<file path="src/rtl/core/rrqs_pkg.sv">
// ----------------------------------------------------------------------------
// rrqs_pkg
// Shared types and constants of the round-robin quantum scheduler: request and
// result transaction structs, request codes, controller states and commands.
// ----------------------------------------------------------------------------
`default_nettype none

package rrqs_pkg;

	// field widths of the transaction payloads
	localparam int unsigned ID_W     = 8;
	localparam int unsigned TIME_W   = 16;
	localparam int unsigned QUANT_W  = 16;
	localparam int unsigned WCOUNT_W = 5;

	// request codes
	typedef enum logic [1:0] {
		REQ_ENQUEUE = 2'd0,
		REQ_PICK    = 2'd1,
		REQ_TICK    = 2'd2,
		REQ_PREEMPT = 2'd3
	} req_kind_t;

	// request transaction
	typedef struct packed {
		req_kind_t           req_type;
		logic [ID_W-1:0]     task_id;
		logic                task_valid;
		logic [TIME_W-1:0]   arrival_time;
		logic                running_in_io;
	} req_t;

	// result transaction
	typedef struct packed {
		logic                picked_valid;
		logic [ID_W-1:0]     picked_id;
		logic                preempt;
		logic [WCOUNT_W-1:0] waiting_count;
		logic                overflow;
	} rsp_t;

	// controller states
	typedef enum logic [1:0] {
		ST_IDLE = 2'd0,
		ST_EXEC = 2'd1,
		ST_RESP = 2'd2
	} state_t;

	// commands from controller to datapath
	typedef struct packed {
		logic load;
		logic exec;
	} ctrl_cmd_t;

endpackage

`default_nettype wire

</file>
<file path="src/rtl/core/round_robin_quantum_scheduler_core.sv">
// ----------------------------------------------------------------------------
// round_robin_quantum_scheduler_core
// Round-robin scheduler with an arrival-ordered ready queue and a time quantum.
// ----------------------------------------------------------------------------
// Usage:
//   A request transaction (enqueue, pick, tick or preempt check) is taken on
//   req at a rising edge where start is high and busy is low. Busy then stays
//   high while the request executes.
//   Each request gives exactly one result on rsp, marked by done for one
//   cycle; the receiver must take it in that cycle, there is no back-pressure.
//   The controller steps through accept, execute and result; a new request
//   is taken only once busy is low again after the result. The queue insert
//   compares all queue cells at once and shifts them in the execute state.
//   The quantum length is written through cfg_we / cfg_wdata while idle;
//   the user is bound to that, as the block itself leaves it unenforced.
//   Reset: empty queue, no last-run task, quantum left zero, quantum length
//   one. Queue cells are not cleared; only filled cells are ever read.
// ----------------------------------------------------------------------------
`default_nettype none

module round_robin_quantum_scheduler_core #(
	parameter int unsigned QUEUE_DEPTH = 16
) (
	input  wire logic                         clk,
	input  wire logic                         arst_n,
	input  wire logic                         start,
	output logic                              busy,
	input  wire rrqs_pkg::req_t               req,
	output logic                              done,
	output rrqs_pkg::rsp_t                    rsp,
	input  wire logic                         cfg_we,
	input  wire logic [rrqs_pkg::QUANT_W-1:0] cfg_wdata
);

	rrqs_pkg::ctrl_cmd_t cmd;

	// sequencer
	rrqs_ctrl u_ctrl (
		.clk    (clk),
		.arst_n (arst_n),
		.start  (start),
		.busy   (busy),
		.done   (done),
		.cmd    (cmd)
	);

	// queue and scheduling state
	rrqs_datapath #(
		.QUEUE_DEPTH (QUEUE_DEPTH)
	) u_datapath (
		.clk       (clk),
		.arst_n    (arst_n),
		.cmd       (cmd),
		.req       (req),
		.cfg_we    (cfg_we),
		.cfg_wdata (cfg_wdata),
		.rsp       (rsp)
	);

endmodule

`default_nettype wire

</file>
<file path="src/rtl/core/rrqs_ctrl.sv">
// ----------------------------------------------------------------------------
// rrqs_ctrl
// Sequencer of the scheduler: accepts one request transaction, lets the
// datapath execute it, then strobes the result for one cycle.
// ----------------------------------------------------------------------------
`default_nettype none

module rrqs_ctrl (
	input  wire logic               clk,
	input  wire logic               arst_n,
	input  wire logic               start,
	output logic                    busy,
	output logic                    done,
	output rrqs_pkg::ctrl_cmd_t     cmd
);

	rrqs_pkg::state_t state_q;
	rrqs_pkg::state_t state_nx;

	// state register
	always_ff @(posedge clk or negedge arst_n) begin
		if (!arst_n) begin
			state_q <= rrqs_pkg::ST_IDLE;
		end else begin
			state_q <= state_nx;
		end
	end

	// next state
	always_comb begin
		state_nx = state_q;
		case (state_q)
			rrqs_pkg::ST_IDLE: begin
				if (start) begin
					state_nx = rrqs_pkg::ST_EXEC;
				end
			end
			rrqs_pkg::ST_EXEC: begin
				state_nx = rrqs_pkg::ST_RESP;
			end
			rrqs_pkg::ST_RESP: begin
				state_nx = rrqs_pkg::ST_IDLE;
			end
			default: begin
				state_nx = rrqs_pkg::ST_IDLE;
			end
		endcase
	end

	// outputs
	always_comb begin
		busy     = 1'b1;
		done     = 1'b0;
		cmd.load = 1'b0;
		cmd.exec = 1'b0;
		case (state_q)
			rrqs_pkg::ST_IDLE: begin
				busy     = 1'b0;
				cmd.load = start;
			end
			rrqs_pkg::ST_EXEC: begin
				cmd.exec = 1'b1;
			end
			rrqs_pkg::ST_RESP: begin
				done = 1'b1;
			end
			default: begin
				busy = 1'b1;
			end
		endcase
	end

	// accepted transaction makes the block busy
	a_accept_busy: assert property (@(posedge clk) disable iff (!arst_n)
		(start && !busy) |=> busy)
		else $error("accepted transaction did not raise busy");

	// result strobe follows acceptance after the execute state
	a_accept_done: assert property (@(posedge clk) disable iff (!arst_n)
		(start && !busy) |-> ##2 done)
		else $error("result not strobed two cycles after acceptance");

	// strobe lasts one cycle and frees the block
	a_done_release: assert property (@(posedge clk) disable iff (!arst_n)
		done |=> (!busy && !done))
		else $error("result strobe not followed by idle");

endmodule

`default_nettype wire

</file>
<file path="src/rtl/core/rrqs_datapath.sv">
// ----------------------------------------------------------------------------
// rrqs_datapath
// Arrival-ordered ready queue held as a row of shift cells, the last-run task
// and quantum registers, and the result register.
// ----------------------------------------------------------------------------
`default_nettype none

module rrqs_datapath #(
	parameter int unsigned QUEUE_DEPTH = 16
) (
	input  wire logic                         clk,
	input  wire logic                         arst_n,
	input  wire rrqs_pkg::ctrl_cmd_t          cmd,
	input  wire rrqs_pkg::req_t               req,
	input  wire logic                         cfg_we,
	input  wire logic [rrqs_pkg::QUANT_W-1:0] cfg_wdata,
	output rrqs_pkg::rsp_t                    rsp
);

	localparam int unsigned CW = $clog2(QUEUE_DEPTH + 1);

	// latched request
	rrqs_pkg::req_t req_q;

	// queue cells
	logic [rrqs_pkg::ID_W-1:0]   ids_q   [QUEUE_DEPTH];
	logic [rrqs_pkg::TIME_W-1:0] times_q [QUEUE_DEPTH];
	logic [rrqs_pkg::ID_W-1:0]   ids_nx  [QUEUE_DEPTH];
	logic [rrqs_pkg::TIME_W-1:0] times_nx[QUEUE_DEPTH];
	logic [CW-1:0]               count_q;
	logic [CW-1:0]               count_nx;

	// scheduling state
	logic [rrqs_pkg::ID_W-1:0]    lr_id_q, lr_id_nx;
	logic                         lr_valid_q, lr_valid_nx;
	logic [rrqs_pkg::QUANT_W-1:0] quant_left_q, quant_left_nx;
	logic [rrqs_pkg::QUANT_W-1:0] quant_len_q;

	// result
	rrqs_pkg::rsp_t rsp_q;
	rrqs_pkg::rsp_t rsp_nx;

	logic [QUEUE_DEPTH-1:0] le;
	logic                   full;
	logic                   same;
	logic [31:0]            count_wide;

	// request latch
	always_ff @(posedge clk) begin
		if (cmd.load) begin
			req_q <= req;
		end
	end

	// quantum length register
	always_ff @(posedge clk or negedge arst_n) begin
		if (!arst_n) begin
			quant_len_q <= rrqs_pkg::QUANT_W'(1);
		end else if (cfg_we) begin
			quant_len_q <= cfg_wdata;
		end
	end

	// per-cell compare: entry is valid and not later than the new task
	always_comb begin
		for (int i = 0; i < QUEUE_DEPTH; i++) begin
			le[i] = (CW'(i) < count_q) && (times_q[i] <= req_q.arrival_time);
		end
	end

	assign full       = (count_q >= CW'(QUEUE_DEPTH));
	assign same       = (req_q.task_valid == lr_valid_q) &&
	                    (!req_q.task_valid || (req_q.task_id == lr_id_q));
	assign count_wide = 32'(count_nx);

	// next state of queue and scheduler
	always_comb begin
		for (int i = 0; i < QUEUE_DEPTH; i++) begin
			ids_nx[i]   = ids_q[i];
			times_nx[i] = times_q[i];
		end
		count_nx      = count_q;
		lr_id_nx      = lr_id_q;
		lr_valid_nx   = lr_valid_q;
		quant_left_nx = quant_left_q;
		rsp_nx        = '0;
		case (req_q.req_type)
			rrqs_pkg::REQ_ENQUEUE: begin
				if (full) begin
					rsp_nx.overflow = 1'b1;
				end else begin
					// head cell takes the new task unless it arrived no later
					if (!le[0]) begin
						ids_nx[0]   = req_q.task_id;
						times_nx[0] = req_q.arrival_time;
					end
					// cells past the insert point shift up by one
					for (int i = 1; i < QUEUE_DEPTH; i++) begin
						if (!le[i]) begin
							if (le[i-1]) begin
								ids_nx[i]   = req_q.task_id;
								times_nx[i] = req_q.arrival_time;
							end else begin
								ids_nx[i]   = ids_q[i-1];
								times_nx[i] = times_q[i-1];
							end
						end
					end
					count_nx = count_q + CW'(1);
				end
			end
			rrqs_pkg::REQ_PICK: begin
				if (count_q != '0) begin
					// pop head, cells shift down by one
					for (int i = 0; i < QUEUE_DEPTH - 1; i++) begin
						ids_nx[i]   = ids_q[i+1];
						times_nx[i] = times_q[i+1];
					end
					count_nx            = count_q - CW'(1);
					lr_id_nx            = ids_q[0];
					lr_valid_nx         = 1'b1;
					quant_left_nx       = quant_len_q;
					rsp_nx.picked_valid = 1'b1;
					rsp_nx.picked_id    = ids_q[0];
				end
			end
			rrqs_pkg::REQ_TICK: begin
				if (lr_valid_q && !req_q.running_in_io && (quant_left_q != '0)) begin
					quant_left_nx = quant_left_q - rrqs_pkg::QUANT_W'(1);
				end
			end
			rrqs_pkg::REQ_PREEMPT: begin
				if (!same) begin
					// adopt the running task
					lr_valid_nx   = req_q.task_valid;
					lr_id_nx      = req_q.task_valid ? req_q.task_id : '0;
					quant_left_nx = quant_len_q;
				end else if ((quant_left_q == '0) && (count_q != '0)) begin
					lr_valid_nx    = 1'b0;
					lr_id_nx       = '0;
					quant_left_nx  = quant_len_q;
					rsp_nx.preempt = 1'b1;
				end
			end
			default: begin
				rsp_nx = '0;
			end
		endcase
		rsp_nx.waiting_count = count_wide[rrqs_pkg::WCOUNT_W-1:0];
	end

	// queue cells and result register
	always_ff @(posedge clk) begin
		if (cmd.exec) begin
			for (int i = 0; i < QUEUE_DEPTH; i++) begin
				ids_q[i]   <= ids_nx[i];
				times_q[i] <= times_nx[i];
			end
			rsp_q <= rsp_nx;
		end
	end

	// control state
	always_ff @(posedge clk or negedge arst_n) begin
		if (!arst_n) begin
			count_q      <= '0;
			lr_id_q      <= '0;
			lr_valid_q   <= 1'b0;
			quant_left_q <= '0;
		end else if (cmd.exec) begin
			count_q      <= count_nx;
			lr_id_q      <= lr_id_nx;
			lr_valid_q   <= lr_valid_nx;
			quant_left_q <= quant_left_nx;
		end
	end

	assign rsp = rsp_q;

	// fill count never passes the queue depth
	a_count_bound: assert property (@(posedge clk) disable iff (!arst_n)
		count_q <= CW'(QUEUE_DEPTH))
		else $error("queue fill count above depth");

endmodule

`default_nettype wire

</file>
<file path="config.mk">
export PLATFORM = sky130hd
export DESIGN_NAME = round_robin_quantum_scheduler_core
export DESIGN_NICKNAME = d
export VERILOG_FILES = /design/src/rtl/core/rrqs_pkg.sv /design/src/rtl/core/round_robin_quantum_scheduler_core.sv /design/src/rtl/core/rrqs_ctrl.sv /design/src/rtl/core/rrqs_datapath.sv
export SDC_FILE = /design/constraint.sdc
export NUM_CORES = 1
export LEC_CHECK = 0
export BUFFER_PORTS_ARGS = -buffer_cell sky130_fd_sc_hd__buf_2
export CORE_ASPECT_RATIO = 1.75
export CORE_MARGIN = 3
export CORE_UTILIZATION = 69
export DETAILED_ROUTE_END_ITERATION = 12
export PLACE_DENSITY_LB_ADDON = 0.08
export RECOVER_POWER = 100
export SLEW_MARGIN = 20
export SYNTH_ARGS = -nofsm -noshare
export SYNTH_HDL_FRONTEND = slang
export SYNTH_SLANG_ARGS = --single-unit
</file>
<file path="constraint.sdc">
create_clock -name clk -period 9.6 [get_ports clk]
set_clock_uncertainty 0.1 [all_clocks]
set_input_delay 1.44 -clock clk [delete_from_list [all_inputs] [get_ports clk]]
set_output_delay 1.44 -clock clk [all_outputs]
set_load 0.02 [all_outputs]
</file>
* Yosys cells after proc, flatten, opt, wreduce, memory -nomap -nowiden
Memories as Yosys holds them, arrays and structs flattened.
Index checks and enable logic that the tools add are counted.
** Storage, ports and cells
- Flip-flop bits (word level) :: 92
- RAM bits :: 384
- Input port bits :: 48
- Output and inout bits :: 18
- Word-level logic and storage cells :: 197
- Memories kept :: 2
** Memories
- u_datapath.times_q :: words 16, bits a word 16, read ports 16, clocked after memory_dff 0, write ports 16, RTL line rrqs_datapath.sv:27 : logic [rrqs_pkg::TIME_W-1:0] times_q [QUEUE_DEPTH];
- u_datapath.ids_q :: words 16, bits a word 8, read ports 16, clocked after memory_dff 0, write ports 16, RTL line rrqs_datapath.sv:26 : logic [rrqs_pkg::ID_W-1:0] ids_q [QUEUE_DEPTH];
** Cells by class
- Add/sub/neg operators :: 3
- $lt $le $gt $ge :: 33
- Equal/unequal tests :: 11
- Mux-type cells :: 98
- Reduce and logical (&&, ||, !) cells :: 34
** Operators with widths (count)
- $mux W16 :: 36
- $pmux W240 S2 :: 1
- $mux W8 :: 36
- $le A16 B16 Y1 :: 16
- $mux W256 :: 1
- $mux W240 :: 1
- $pmux W120 S2 :: 1
- $mux W128 :: 1
- $mux W120 :: 1
- $pmux W16 S3 :: 1
- $lt A4 B5 Y1 const A :: 8
- $logic_and A1 B1 Y1 :: 20
- $lt A3 B5 Y1 const A :: 4
- $logic_not A16 Y1 :: 1
- $pmux W8 S2 :: 1
- $reduce_bool A16 Y1 :: 1
- $sub A16 B1 Y16 const B :: 1
- $mux W1 :: 11
- $lt A1 B5 Y1 const A :: 2
- $lt A2 B5 Y1 const A :: 2
- $mux W5 :: 2
- $pmux W5 S2 :: 1
- $mux W9 :: 1
- $eq A8 B8 Y1 :: 1
- 21 further kinds :: 28

* Depth between registers and ports, before layout
Gate-level depths: netlist (run 1).
An unclocked memory read counts as a cell.
- Word-level depth :: 7
- Mapped depth :: 13
- Mapped depth without buffers :: 9

* Modules after synthesis
From an unflattened synthesis (run 1), not the netlist that was laid out.
** Unflattened totals
- Cell total of the unflattened synthesis :: 2781
- Area, all modules :: 29628.4 µm²
** By module, submodules not included
- rrqs_datapath :: times used 1, cells an instance 2772, area each 29530.8 µm², seq. area each 14004.7 µm²
- rrqs_ctrl :: times used 1, cells an instance 9, area each 97.6 µm², seq. area each 50.0 µm²

* Least setup slack after synthesis (run 1)
No wires, ideal clock.
- Kind :: register to register
- From :: register u_datapath.req_q[15] (netlist name)
- To :: memory u_datapath.ids_q[1][0] (netlist name) (enable)
- Library setup time :: 405 ps
- Data arrival time :: 3973 ps
- Required time :: 9095 ps
- Slack :: 5122 ps
- Cell stages (with the launch flop) :: 13
- Buffers on the path :: 3
- Period minus slack after synthesis :: 4478 ps
- Cell sequence :: edfxtp_1 > clkbuf_1 > clkbuf_1 > inv_1 > ha_1 > nand4_1 > or4_1 > a21oi_1 > a2111oi_0 > a21oi_2 > buf_4 > nor3_1 > nor2_1
** RTL lines (RTL line)
- end, declared :: rrqs_datapath.sv:26

==> metrics, run 1 <==
via/cell ratio=7.13; DIE HEIGHT=275 um; fmax=140 MHz; Worst-Margin Slew=4.37 ns; Core ar.=41000 um^2; dpl hpwl=62.8 mm; period utilization=0.744; Synth Register Bits=476; number of flops mapped to enable cells by yosys=428; post-route ant nets=0; setup bufs post-CTS=0; Ports=66; drt pass-1 iters=6; via count=22800; final net count=2906; Worst path slowest cell=o21ai_0; hold buffers post-CTS=0; All-Layer GR Usage=0.417; Post-synth top cells=428 x edfxtp_1, 387 x nand2_1, 290 x mux2i_1, 244 x ha_1, 207 x o21ai_1; root buffer cell=clkbuf_16; hold path depth=2; delay-heaviest family, CP=compound AO/OA/AOI/OAI gates; crit-path cells=inv_1, ha_1, a21o_1, a21oi_1, nor3_1, o21ai_0, clkbuf_1, mux2i_1, o21ai_0; critical path class=reg -> reg; unrepaired setup endpoints after global routing=false; CTS Sinks=476; post-synthesis cell type count=74; CP Buf/Inv Count=2; Synth area leader=edfxtp_1; Non-Filler Instances=3200; Starting Density=0.698; placed insts=3117; width of the die=160 um; Synth warnings=0; post-layout min period=7.14 ns; Fin. Hold Viols=0; max cap viols=32; post-synthesis cell area=28600 um^2; top_reg_cell synth=edfxtp_1; combinational power share=0.301; grt total ovfl=0; Wirelength per Cell=29.1 um; leak pwr=11.7 nW; Switch Pwr=2.33 mW; worst hold-check path type=reg -> reg; worst path arrival time=7.24 ns; status=finished, violations left; fillers=2955; reg-to-reg slack, setup=2.46 ns; crit path max fanout=16; layout cell share with drive strength beyond 1=0.0781; crit-path max cell delay=2.68 ns; first-pass GRT wire length=139 mm; syn_area_per_cell=10.9 um^2; cts bufs inserted=45; Top cell by count, worst path=o21ai_0; DR iter-0 viols=2801; number of global-route vias before repair=23000; Post-synth ARST share=0.101; Crit path required time=9.70 ns; instance area at placement=29500 um^2; Total Power=6.66 mW; post-layout util=0.749; RD Place Congestion=1.07; FF-to-FF End=u_datapath.ids_q[0][50]$_DFFE_PP_; Fin Setup TNS=0 ns; Slew Viols, Final=925; post-synthesis sequential area ratio=0.491; CTS H-tree lvls=2; CP Capture Type=flop; largest cells by area after synthesis=edfxtp_1 45%, ha_1 11%, mux2i_1 10%, nand2_1 5.1%, dfrtp_1 4.1%; startpoint types=flop; Post-route DRC=0; Clock transition at path regs=0.07 ns; IO buf count=65; Resized Gates After CTS=0; die area=44000 um^2; drt total wl=93.3 mm; P per Cell Area=217 nW/um^2; largest net degree at the start of global routing=243; RR Startpoint=u_datapath.req_q[7]$_DFFE_PP_; syn nets=2920; hold path start=u_datapath.lr_id_q[4]$_DFFE_PN0P_; Power Internal=4.32 mW; peak supply drop=0.182 mV; fin area=30700 um^2; Gate Count Post-Synth=2628; count leader, synth=edfxtp_1; initial antenna violation count=1; hold endpoint=u_datapath.lr_id_q[4]$_DFFE_PN0P_; Worst Reg-to-Reg Cells=9; CTS tree=yes; failing checks=max-capacitance violations, max-slew violations; clk buf depth=3; Rel. slew slack=-1.91; Synth top area share=0.449; Layout area overhead=7.18%; Skew-Pair Late Insertion Delay=0.58 ns; clock share of power=0.266; Setup-failing EPs final=0; Flop pwr share=0.432; row cnt=98; sw frac=0.351
cell type report:
cell class	instances	area, um^2	share of cell area
Antenna cell	1	2.50	0.0000816
Clock buffer	54	1170	0.0382
Clock inverter	28	258	0.00841
Inverter	47	176	0.00576
Multi-Input combinational cell	1923	13700	0.447
Sequential cell	476	14100	0.458
Tap cell	550	688	0.0224
Timing Repair Buffer	121	614	0.0200
layer usage:
metal | vias to the layer above | wire [um] | GRT usage | share of wire
met1 | 11100 | 31600 | 0.485 | 0.34
met5 | - | 0 | 0 | 0
met3 | 448 | 8760 | 0.0797 | 0.094
met2 | 1485 | 44500 | 0.693 | 0.48
li1 | 9839 | - | - | -
met4 | 0 | 8330 | 0.304 | 0.089
flip-flops by register name (all words and copies together), names as in the netlist:
register / count
u_datapath.quant_len_q: 16
u_datapath.lr_id_q: 8
u_datapath.rsp: 16
u_datapath.quant_left_q: 16
u_datapath.count_q: 5
u_datapath.lr_valid_q: 1
u_ctrl.state_q: 2
u_datapath.req_q: 28
u_datapath.times_q: 256
u_datapath.ids_q: 128
power by group through the flow:
stage               Sequential [mW]  Combinational, mW  Clock, mW
floorplan                      2.78               1.38          0
global placement               2.89               1.89          0
detailed placement             2.90               1.95          0
CTS                            2.86               1.96       1.78
global route                   2.90               2.12       1.85
finish                         2.88               2.01       1.77
worst max-delay path by stage:
| stage | from | to | slack [ns] | cells after the start |
|---|---|---|---|---|
| 4_1_cts | u_datapath.req_q[10]$_DFFE_PP_ | u_datapath.ids_q[0][38]$_DFFE_PP_ | 4.63 | 10 |
| 6_report | u_datapath.req_q[7]$_DFFE_PP_ | u_datapath.ids_q[0][50]$_DFFE_PP_ | 2.46 | 9 |
| 3_3_place_gp | u_datapath.req_q[10]$_DFFE_PP_ | u_datapath.ids_q[0][33]$_DFFE_PP_ | 4.75 | 10 |
| 5_1_grt | u_datapath.req_q[10]$_DFFE_PP_ | u_datapath.ids_q[0][49]$_DFFE_PP_ | 2.41 | 10 |
| 2_1_floorplan | u_datapath.req_q[15]$_DFFE_PP_ | u_datapath.ids_q[1][0]$_DFFE_PP_ | 5.12 | 12 |
| 3_5_place_dp | u_datapath.req_q[10]$_DFFE_PP_ | u_datapath.times_q[1][38]$_DFFE_PP_ | 4.64 | 10 |
worst reg2reg max path, cell delays in order, from the launching register on:
cell      delay, ns
edfxtp_1       0.79
inv_1          0.55
ha_1           0.46
a21o_1         0.16
a21oi_1        0.44
nor3_1         0.09
o21ai_0        2.68
clkbuf_1       1.06
mux2i_1        0.33
o21ai_0        0.11
per-stage QoR:
step | hold WS, ns | worst slack [ns]
floorplan | 0.375 | 5.12
global placement | 0.389 | 4.75
detailed placement | 0.401 | 4.64
CTS | 0.415 | 4.63
global route | 0.435 | 2.41
finish | 0.405 | 2.46
cells in the final DEF (no fill, tap or decap), types with 7 or more instances in the layout:
master and count:
a31oi_1 7, clkinv_2 7, a221o_1 50, ha_1 244
and2_1 38, a21oi_2 8, edfxtp_1 428, o21ai_1 24
dfrtp_1 47, a21oi_1 122, buf_4 25, clkbuf_16 45
o21a_1 14, o22ai_1 13, mux2_2 41, o21ai_0 331
nor4_1 17, nand3_1 16, inv_1 46, nand2_1 387
buf_2 40, nor2b_1 12, nand4_1 47, a211oi_1 11
a22o_1 10, nor2_1 60, nor3_1 25, and2_0 21
mux2i_1 290, clkbuf_1 63, xor2_1 7, a21o_1 36
o211ai_1 7
cell families after synthesis:
kind of cell / Yosys count / synth area share
XOR/XNOR: 10 / 0.00306
AND/OR/NAND/NOR: 663 / 0.106
adder cells (fa/ha/maj): 244 / 0.107
multiplexers: 332 / 0.118
buffers and inverters: 229 / 0.0322
AO/OA/AOI/OAI: 674 / 0.142
flip-flops: 476 / 0.491
Note: power is estimated with default switching activity, not from simulation.
==> run 2: changes to the inputs <==
--- a/config.mk
+++ b/config.mk
@@ -5,10 +5,11 @@
 export SDC_FILE = /design/constraint.sdc
 export NUM_CORES = 1
 export LEC_CHECK = 0
+export ABC_AREA = 1
 export BUFFER_PORTS_ARGS = -buffer_cell sky130_fd_sc_hd__buf_2
 export CORE_ASPECT_RATIO = 1.75
 export CORE_MARGIN = 3
-export CORE_UTILIZATION = 69
+export CORE_UTILIZATION = 58
 export DETAILED_ROUTE_END_ITERATION = 12
 export PLACE_DENSITY_LB_ADDON = 0.08
 export RECOVER_POWER = 100
==> constraint.sdc (replaced) <==
create_clock -name clk -period 6 [get_ports clk]
set_clock_uncertainty 0.1 [all_clocks]
set_input_delay 0.9 -clock clk [delete_from_list [all_inputs] [get_ports clk]]
set_output_delay 0.9 -clock clk [all_outputs]
set_load 0.02 [all_outputs]
==> metrics, run 2 <==
pre-CTS setup slack=1.60 ns; multi-input logic area=14500 um^2; syn_area_per_cell=7.74 um^2; width of the die=182 um; number of flops mapped to enable cells by yosys=428; post-synthesis cell area=31300 um^2; Synth Register Bits=476; Clock transition at path regs=0.07 ns; DR iter-0 viols=2225; CTS H-tree lvls=2; Post-synth top cells=1440 x nand2_1, 736 x nand3_1, 456 x inv_1, 428 x edfxtp_1, 244 x ha_1; Fin Setup TNS=0 ns; Gate Count Post-Synth=4050; post-synthesis sequential area ratio=0.448; syn nets=4342; unrepaired setup endpoints after global routing=false; largest reg by FF count=u_datapath.times_q; drt pass-1 iters=5; Starting Density=0.587; period utilization=0.835; Layout area overhead=7.39%; post-route ant nets=0; cts bufs inserted=47; grt total ovfl=0; critical path class=reg -> reg; status=finished, violations left; All-Layer GR Usage=0.337; startpoint types=flop; Post-synth ARST share=0.101; initial antenna violation count=2; fillers=4880; count leader, synth=nand2_1; Core ar.=53400 um^2; number of flip-flops under the largest register name=256; peak supply drop=0.367 mV; Skew-Pair Late Insertion Delay=0.60 ns; final worst slack=0.990 ns; # diodes=0; fin area=33700 um^2; dpl hpwl=69.3 mm; P per Cell Area=418 nW/um^2; post-layout min period=5.01 ns; Post-route DRC=0; worst path arrival time=5.37 ns; most common cell after layout, fill and taps aside=nand2_1; first-pass GRT wire length=151 mm; Synth warnings=0; IO buf count=65; crit path max fanout=82; clk buf depth=3; via/cell ratio=5.79; worst hold-check path type=reg -> reg; register area=14100 um^2; Resized Gates After CTS=0; via count=27500; leak pwr=16.4 nW; RD Place Congestion=0.913; Wirelength per Cell=20.8 um; Crit path required time=6.36 ns; largest cells by area after synthesis=edfxtp_1 41%, nand2_1 17%, nand3_1 12%, ha_1 9.7%, inv_1 5.5%; Largest regs=u_datapath.times_q: 256 flops, u_datapath.ids_q: 128 flops, u_datapath.req_q: 28 flops; worst hold slack=0.355 ns; Rel. slew slack=-0.782; Fin. Hold Viols=0; CTS tree=yes; Synth area leader=edfxtp_1; Setup-failing EPs final=0; Total Power=14.1 mW; most frequent cells in the layout=1444 x nand2_1, 736 x nand3_1, 460 x inv_1, 428 x edfxtp_1, 244 x ha_1; layout cell share with drive strength beyond 1=0.0502; drt total wl=98.5 mm; max cap viols=6; post-layout util=0.630; hold buffers post-CTS=0; instance area at placement=32200 um^2; Worst-Margin Slew=2.67 ns; root buffer cell=clkbuf_16; fmax=200 MHz; Synth top area share=0.410; post-synthesis cell type count=42; DIE HEIGHT=314 um; number of global-route vias before repair=26900; Slew Viols, Final=242; failing checks=max-capacitance violations, max-slew violations; largest net degree at the start of global routing=156; CTS Sinks=476; setup bufs post-CTS=0; final net count=4317; top_reg_cell synth=edfxtp_1; row cnt=112; Ports=66; placed insts=4660; CP Capture Type=flop; die area=57000 um^2; Non-Filler Instances=4745
-- run 2: report_power, final --
part	internal [mW]	switching (mW)	total, mW	leakage (nW)
Sequential	4.55	0.423	4.97	4.53
Clock	1.70	1.36	3.06	0.772
Combinational	1.74	4.29	6.03	11.1
Total	8.00	6.07	14.1	16.4
-- run 2: cells by family after synthesis --
logic type	Yosys count	share of synthesized area
buffers and inverters	694	0.0863
adder cells (fa/ha/maj)	244	0.0974
AND/OR/NAND/NOR	2364	0.318
AO/OA/AOI/OAI	259	0.0456
XOR/XNOR	8	0.00224
flip-flops	476	0.448
multiplexers	5	0.00180
-- run 2: layout make-up --
cell class                 instances  share of cell area
timing repair buffer             132              0.0241
inverter                         488              0.0544
sequential                       476               0.418
tap                              684              0.0254
clock inverter                    21             0.00643
clock buffer                      64              0.0398
multi-input combinational       2880               0.432
-- run 2: path summary, 6_finish.rpt --
path                                           startpoint                                      end  slack [ns]  depth (start not counted)
min                         u_ctrl.state_q[1]$_DFFE_PN0P_            u_ctrl.state_q[1]$_DFFE_PN0P_        0.35                          1
max reg2reg                u_datapath.req_q[26]$_DFFE_PP_        u_datapath.ids_q[1][31]$_DFFE_PP_        0.99                          7
min in group asynchronous                          arst_n  u_datapath.quant_left_q[14]$_DFFE_PN0P_        1.15                          2
max                        u_datapath.req_q[26]$_DFFE_PP_        u_datapath.ids_q[1][31]$_DFFE_PP_        0.99                          7
min reg2reg                 u_ctrl.state_q[1]$_DFFE_PN0P_            u_ctrl.state_q[1]$_DFFE_PN0P_        0.35                          1
max in group asynchronous                          arst_n        u_datapath.count_q[0]$_DFFE_PN0P_        3.13                          2
-- run 2: critical path, cell delays in order (launching register included) --
cell	delay, ns
edfxtp_1	0.41
inv_1	0.16
nor2_1	0.08
clkbuf_2	0.99
nor2_1	1.42
clkbuf_1	1.23
nand3_1	0.28
nand2_1	0.13
-- run 2: layer usage --
| layer | up-vias | wire length (um) | track usage |
|---|---|---|---|
| met1 | 12800 | 35500 | 0.379 |
| met2 | 1084 | 51100 | 0.616 |
| met3 | 332 | 5110 | 0.0301 |
| met5 | - | 21 | 0 |
| met4 | 4 | 6720 | 0.200 |
| li1 | 13300 | - | - |
